===== config.mk =====
export PLATFORM = sky130hd
export DESIGN_NAME = nsme_ctrl
export DESIGN_NICKNAME = d
export VERILOG_FILES = /design/src/rtl/nsme_pkg.sv /design/src/rtl/nsme_ctrl.sv
export SDC_FILE = /design/constraint.sdc
export NUM_CORES = 1
export LEC_CHECK = 0
export ABC_AREA = 1
export BUFFER_PORTS_ARGS = -buffer_cell sky130_fd_sc_hd__buf_4
export CELL_PAD_IN_SITES_DETAIL_PLACEMENT = 2
export CELL_PAD_IN_SITES_GLOBAL_PLACEMENT = 2
export CORE_MARGIN = 8
export CORE_UTILIZATION = 17
export CTS_CLUSTER_SIZE = 25
export DETAILED_ROUTE_END_ITERATION = 12
export PLACE_DENSITY_LB_ADDON = 0.25
export SYNTH_ARGS = -nofsm -noshare
export SYNTH_HDL_FRONTEND = slang
export SYNTH_SLANG_ARGS = --single-unit

===== constraint.sdc =====
create_clock -name clk -period 3.2 [get_ports clk]
set_clock_uncertainty 0.15 [all_clocks]
set_input_delay 0.64 -clock clk [delete_from_list [all_inputs] [get_ports clk]]
set_output_delay 0.64 -clock clk [all_outputs]
set_load 0.02 [all_outputs]

===== src/rtl/nsme_pkg.sv =====
// Shared types, constants and lookup functions for the score-to-event block.
`timescale 1ns / 1ps
package nsme_pkg;

  localparam int TimeW = 48;
  localparam int InfoW = 26;
  localparam logic [1:0] KIND_TEMPO = 2'd0;
  localparam logic [1:0] KIND_TRANSPOSE = 2'd1;
  localparam logic [1:0] KIND_OFF = 2'd2;
  localparam logic [1:0] KIND_ON = 2'd3;
  localparam logic [1:0] ERR_NONE = 2'd0;
  localparam logic [1:0] ERR_TOKEN = 2'd1;
  localparam logic [1:0] ERR_FULL = 2'd2;
  localparam logic [7:0] MiddleC = 8'sd60;
  localparam logic [7:0] KeyMax = 8'd127;
  localparam logic [14:0] BeatReset = 15'd1000;

  typedef enum logic [3:0] {
    ST_IDLE, ST_MUL, ST_STORE, ST_STORE2, ST_FILL, ST_SCAN_RD, ST_SCAN, ST_EMIT, ST_WAIT,
    ST_ERR
  } nsme_state_t;

  typedef struct packed {
    logic       load;
    logic       do_mul;
    logic       wr_first;
    logic       wr_second;
    logic       scan_start;
    logic       scan_rd;
    logic       scan_step;
    logic       emit_load;
    logic       emit_err;
    logic       finish;
  } nsme_cmd_t;

  typedef struct packed {
    logic       has_event;
    logic       two_events;
    logic       is_last;
    logic       err_set;
    logic       empty;
    logic       scan_done;
    logic       all_sent;
  } nsme_stat_t;

  function automatic logic [4:0] degree_semis(input logic [2:0] d);
    logic [4:0] r;
    case (d)
      3'd0: r = 5'd0;
      3'd1: r = 5'd2;
      3'd2: r = 5'd4;
      3'd3: r = 5'd5;
      3'd4: r = 5'd7;
      3'd5: r = 5'd9;
      3'd6: r = 5'd11;
      default: r = 5'd0;
    endcase
    return r;
  endfunction

  function automatic logic [1:0] prio(input logic [1:0] k);
    return (k == KIND_ON) ? 2'd2 : ((k == KIND_OFF) ? 2'd1 : 2'd0);
  endfunction

endpackage


===== src/rtl/nsme_ctrl.sv =====
// Controller state machine sequencing accept, store, sort and emit.
`timescale 1ns / 1ps
module nsme_ctrl (
  input  logic                 clk,
  input  logic                 rst_n,
  input  logic                 in_valid,
  output logic                 in_ready,
  output logic                 out_valid,
  input  logic                 out_ready,
  input  nsme_pkg::nsme_stat_t stat,
  output nsme_pkg::nsme_cmd_t  cmd
);
  import nsme_pkg::*;
  nsme_state_t state_r, state_nxt;

  always_comb begin
    state_nxt = state_r;
    case (state_r)
      ST_IDLE: if (in_valid) state_nxt = ST_MUL;
      ST_MUL: state_nxt = ST_STORE;
      ST_STORE: begin
        if (stat.has_event && stat.two_events && !stat.err_set) state_nxt = ST_STORE2;
        else state_nxt = ST_FILL;
      end
      ST_STORE2: state_nxt = ST_FILL;
      ST_FILL: begin
        if (!stat.is_last) state_nxt = ST_IDLE;
        else if (stat.err_set || stat.empty) state_nxt = ST_ERR;
        else state_nxt = ST_SCAN_RD;
      end
      ST_SCAN_RD: state_nxt = ST_SCAN;
      ST_SCAN: state_nxt = stat.scan_done ? ST_EMIT : ST_SCAN_RD;
      ST_EMIT: state_nxt = ST_WAIT;
      ST_WAIT: begin
        if (out_ready) state_nxt = stat.all_sent ? ST_IDLE : ST_SCAN_RD;
      end
      ST_ERR: if (out_ready) state_nxt = ST_IDLE;
      default: state_nxt = ST_IDLE;
    endcase
  end

  always_comb begin
    cmd = '0;
    in_ready = (state_r == ST_IDLE);
    out_valid = (state_r == ST_WAIT) || (state_r == ST_ERR);
    cmd.load = in_ready && in_valid;
    cmd.do_mul = (state_r == ST_MUL);
    cmd.wr_first = (state_r == ST_STORE);
    cmd.wr_second = (state_r == ST_STORE2);
    cmd.scan_start = (state_r == ST_FILL) && stat.is_last;
    cmd.emit_err = (state_r == ST_FILL) && stat.is_last && (stat.err_set || stat.empty);
    cmd.scan_rd = (state_r == ST_SCAN_RD);
    cmd.scan_step = (state_r == ST_SCAN);
    cmd.emit_load = (state_r == ST_EMIT);
    cmd.finish = ((state_r == ST_WAIT) && out_ready && stat.all_sent) ||
                 ((state_r == ST_ERR) && out_ready);
  end

  always_ff @(posedge clk) begin
    if (!rst_n) state_r <= ST_IDLE;
    else state_r <= state_nxt;
  end

`ifndef SYNTHESIS
  a_rdy_out: assert property (@(posedge clk) disable iff (!rst_n) !(in_ready && out_valid))
    else $error("ready while output pending");
  a_hold: assert property (@(posedge clk) disable iff (!rst_n)
    out_valid && !out_ready |=> out_valid) else $error("output dropped");
  a_mul: assert property (@(posedge clk) disable iff (!rst_n)
    cmd.load |=> cmd.do_mul) else $error("multiply not issued");
`endif

endmodule


Word level (Yosys, flattened, before mapping)

Index checks and enable logic that the tools add are counted.

Register bits after elaboration: 4
Bits of input ports: 11
Output and inout port bits: 12
Logic and storage cells: 36

Eq/ne operators: 12
Multiplexer cells: 9
Reduce and logical (&&, ||, !) cells: 14

Operator list:

| operator           | count |
|---|---|
| $pmux 4 s10        | 1 |
| $mux 4             | 5 |
| $eq 4x3->1 const B | 4 |
| $eq 4x2->1 const B | 2 |
| $eq 4x4->1 const B | 2 |
| $logic_and 1x1->1  | 8 |
| $mux 3             | 2 |
| $ne 2x2->1 const B | 3 |
| $eq 4x1->1 const B | 1 |
| $logic_not 4->1    | 1 |
| $logic_or 1x1->1   | 3 |
| $reduce_and 3->1   | 1 |
| $mux 2             | 1 |
| $logic_not 1->1    | 1 |

Depth between registers and ports, before layout

Depth after elaboration: 4
Mapped depth: 9
Mapped depth without buffers: 9

Worst setup path before layout

Ideal clock, no wire load.

Path kind: reg2out
Start point: register state_r[3]
End point: output cmd[0] (netlist bit)
Data arrival time: 1250 ps
Required time: 2410 ps
Setup slack: 1160 ps
Cell stages (with the launch flop): 5
Buffers on the path: 0
Cells stage by stage: dfxtp_1 nand2_1 nor2_1 nand2_1 a21oi_1

RTL lines:

| item                     | line            | source |
|---|---|---|
| start: declaration       | nsme_ctrl.sv:14 | `nsme_state_t state_r, state_nxt;` |
| start signal: assignment | nsme_ctrl.sv:61 | `else state_r <= state_nxt;` |
| end: declaration         | nsme_ctrl.sv:11 | `output nsme_pkg::nsme_cmd_t cmd` |

==> run summary <==
The first global-routing pass estimated 2.235 mm of wire. The synthesized netlist devotes 47.52% of its cell area to simple gates. After synthesis, the largest family of logic cells by area is simple AND/OR/NAND/NOR gates.

For the violation count after the first detailed-route iteration, the log shows 6. Switching portion of total power: 39.55%. The number of antenna diodes in the final layout is 0.

More flip-flops sit in one register than any other, and that register is state_r. For the number of gates resized after cts, the log shows 0. The congestion estimate from routability-driven global placement came to 0.7710. For the number of cells produced by synthesis, the log shows 70. After clock tree synthesis, the clock-pin slew on the worst setup and hold paths is 0.04 ns.

The die height is 61.56 um. Timing would allow up to 458.5 MHz. Pin placement for this block handled 23 I/O pins.

The largest net degree at the start of global routing was 8; the max-cap violation count was 0. For the final routed database, the setup TNS stands at 0 ns. The worst setup path is captured at a primary output. Summing the areas of all compound-gate instances in the mapped netlist gives 9.574% of the synthesized area.

The synthesized netlist occupies a cell area of 352.8 sq um. Fill cells in the final layout number 268. In this run, distinct cell masters in the synthesized netlist total 11. The largest registers in the layout are state_r (4). The area of all sequential standard cells was 80.08 sq um. At the pin with the least slew margin, the transition time is 0.2743 ns. The fraction of synthesized area in multiplexers is 0%, and the flip-flop and latch count after synthesis is 4. The area growth from synthesis to layout is 62.77%. The category of the critical setup timing path was reg2out. The run gives 0 as the number of pins with negative max-slew slack in the final report. The tightest min-delay check is of the reg2reg type. The startpoint of the lowest-slack hold path was state_r[3]. The level count of the clock H-tree is 1, and the required time reported for the critical path endpoint is 2.41 ns.

The initial utilization of the core area, before any placement, comes to 17.98%. Row generation in the floorplan step produced 16 rows. Of the total power, combinational logic draws 43.0%. The critical register-to-register path endpoint was state_r[0].

The number of DRC violations after detailed routing was 0. Sequential cells were found to cover 22.70% of the synthesized design area. The overall die area is 3789 sq um, and the shortest period the worst path allows is 2.181 ns. Data on the critical path arrives at its endpoint at 1.39 ns. The count of input and output buffers is 22. The number of iterations in the first detailed-routing pass was 3. The synthesized area divided by synthesized cell count is 5.041 sq um, and the hold violation total from the final report is 0. Setup repair after global routing left no endpoint under its margin.

The run gives 0 as the number of nets still failing antenna checks after routing. Yosys attributes the largest share of cell area to dfxtp_1, inv_1, nand2_1. The share of the synthesized area in the top cell type works out to 22.70%. TritonCTS built the clock tree. The register with the most flip-flops in the layout has 4 of them. Detailed placement ended at an HPWL of 1.235 mm.

The run gives 29.3% as the part of the total power dissipated in the clock network. The tools report the number of buffers created by CTS as 3. The number of nets in the synthesized netlist is 81. The multi-input logic area came out at 201.4 sq um. The synthesized netlist devotes 0% of its cell area to adder and majority cells. At the end of the flow the core is filled with cells to 29.27%. Along the worst path, the maximum fanout reaches 5. In the finished design, the share of the clock period the worst path needs comes to 68.15%. Along the worst hold path, the cell count comes to 2.

Summed over all cells, the static leakage comes to 0.3617 nW. Startpoint of the worst-slack reg-to-reg timing path: state_r[1]. The flow ran to the end, and the final reports show no timing, DRC or antenna violations. In this run, flip-flops and latches consume 27.7% of the power. For the clock latency of the later-clocked register in the worst-skew pair, the log shows 0.25 ns. The library cell with the largest summed area after synthesis is dfxtp_1. The die width is 61.56 um. The hold-critical path endpoint is state_r[0].

Headroom to the max-slew limit came out at 81.64%. Setup slack on the worst reg-to-reg path comes out at 1.84 ns. The logs give 0 for the total overflow reported by the global router and 1.382 mm for the overall routed net length. Dividing total power by cell area gives a power density of 395.7 nW/um^2. Buffers added to address setup during post-CTS repair amount to 0. The run gives 516 as the via count of the first global-routing pass. The number of antenna violations at the first check in global routing was 0. The number of nets at the end of the flow came out at 108. The internal portion of the total power is 0.0001374 W.

The largest voltage drop on the vdd net was 0.0001379 V; the cell count of the worst reg-to-reg path was 6. After Yosys synthesis, XOR and XNOR cells account for 0% of the synthesized area. For this design, the CTS-stage hold fixing added 0 buffers.

For this design the total switching power over the nets is 0.00008988 W. The aggregate global-route resource usage was 7.980%; the core footprint was 1962 sq um. Leaving out fill and tap cells, the most frequent cell in the layout is buf_4. The average wire per cell in the routed design is 11.33 um, and the final setup violation count is 0. The critical path startpoint category was a flip-flop. The run gives 0.0002272 W as the overall power after layout.

The share of layout cells above drive strength 1 was 27.37%. Clock tree synthesis selected as its root buffer the cell clkbuf_4. The ratio of routed vias to standard cells is 4.016.

The library cells used most frequently in the layout, excluding fill and tap cells, are buf_4, inv_1, nand2_1. The total clock sinks was 4; the total vias in the final route was 490. During synthesis, Yosys emitted a total of 0 warnings. Counting along the longest clock path gives a buffer depth of 2.
## critical path, stage by stage, from the launching register on
cell and delay (ns):
dfxtp_1 0.40, inv_1 0.08, nor2_1 0.20, inv_1 0.11
nor3_1 0.18, buf_4 0.18
## cells in the mapped netlist
| cell type | instances |
|---|---|
| nand3_1 | 5 |
| inv_1 | 19 |
| a21oi_2 | 1 |
| o211ai_1 | 2 |
| nand2_1 | 19 |
| nor2_1 | 16 |
| nor3_1 | 1 |
| a21oi_1 | 1 |
| nand4_1 | 1 |
| dfxtp_1 | 4 |
| o21ai_0 | 1 |
## through the flow
stage	hold WS, ns	setup slack, ns	instances	area [sq um]
after floorplan	0.3791	1.160	70	352.8
after global placement	0.4379	1.260	119	551.8
after detailed placement	0.4326	1.274	119	551.8
after CTS	0.4307	0.9967	122	574.3
after global routing	0.4675	0.8527	122	574.3
final	0.4275	1.019	122	574.3
## cell type report
cell class                 count  area share [%]
multi-input combinational     47           35.08
timing repair buffer          22           28.76
sequential                     4           13.94
inverter                      19           12.42
tap                           27           5.882
clock buffer                   3           3.922
## cell families after synthesis
kind of cell / after synthesis
buffers and inverters: 19
DFF: 4
and+or+nand+nor: 42
AOI/OAI and AO/OA: 5
## worst max path at each step
| stage | to | slack [ns] | start |
|---|---|---|---|
| floorplan | cmd[0] | 1.16 | state_r[3] |
| global placement | cmd[8] | 1.26 | state_r[0] |
| detailed placement | cmd[1] | 1.27 | stat[4] |
| CTS | cmd[8] | 1.0 | state_r[0] |
| global route | cmd[8] | 0.85 | state_r[0] |
| finish | cmd[8] | 1.02 | state_r[0] |
## metal layers
metal / up-vias / routed length [um] / global-route usage [%]
met5: - / 0 / 0
met3: 3 / 76 / 2.296
li1: 256 / - / -
met4: 0 / 25 / 3.896
met1: 213 / 612 / 8.792
met2: 18 / 667 / 13.59
## power by group through the flow
stage / Sequential [W] / Clock (W) / Combinational (W)
after detailed placement: 0.0000639 / 0 / 0.0000999
after global routing: 0.0000644 / 0.0000733 / 0.000110
after CTS: 0.0000630 / 0.0000684 / 0.000100
after floorplan: 0.0000614 / 0 / 0.0000587
final: 0.0000629 / 0.0000666 / 0.0000977
after global placement: 0.0000640 / 0 / 0.0000989
(Power assumes the default switching activity.)
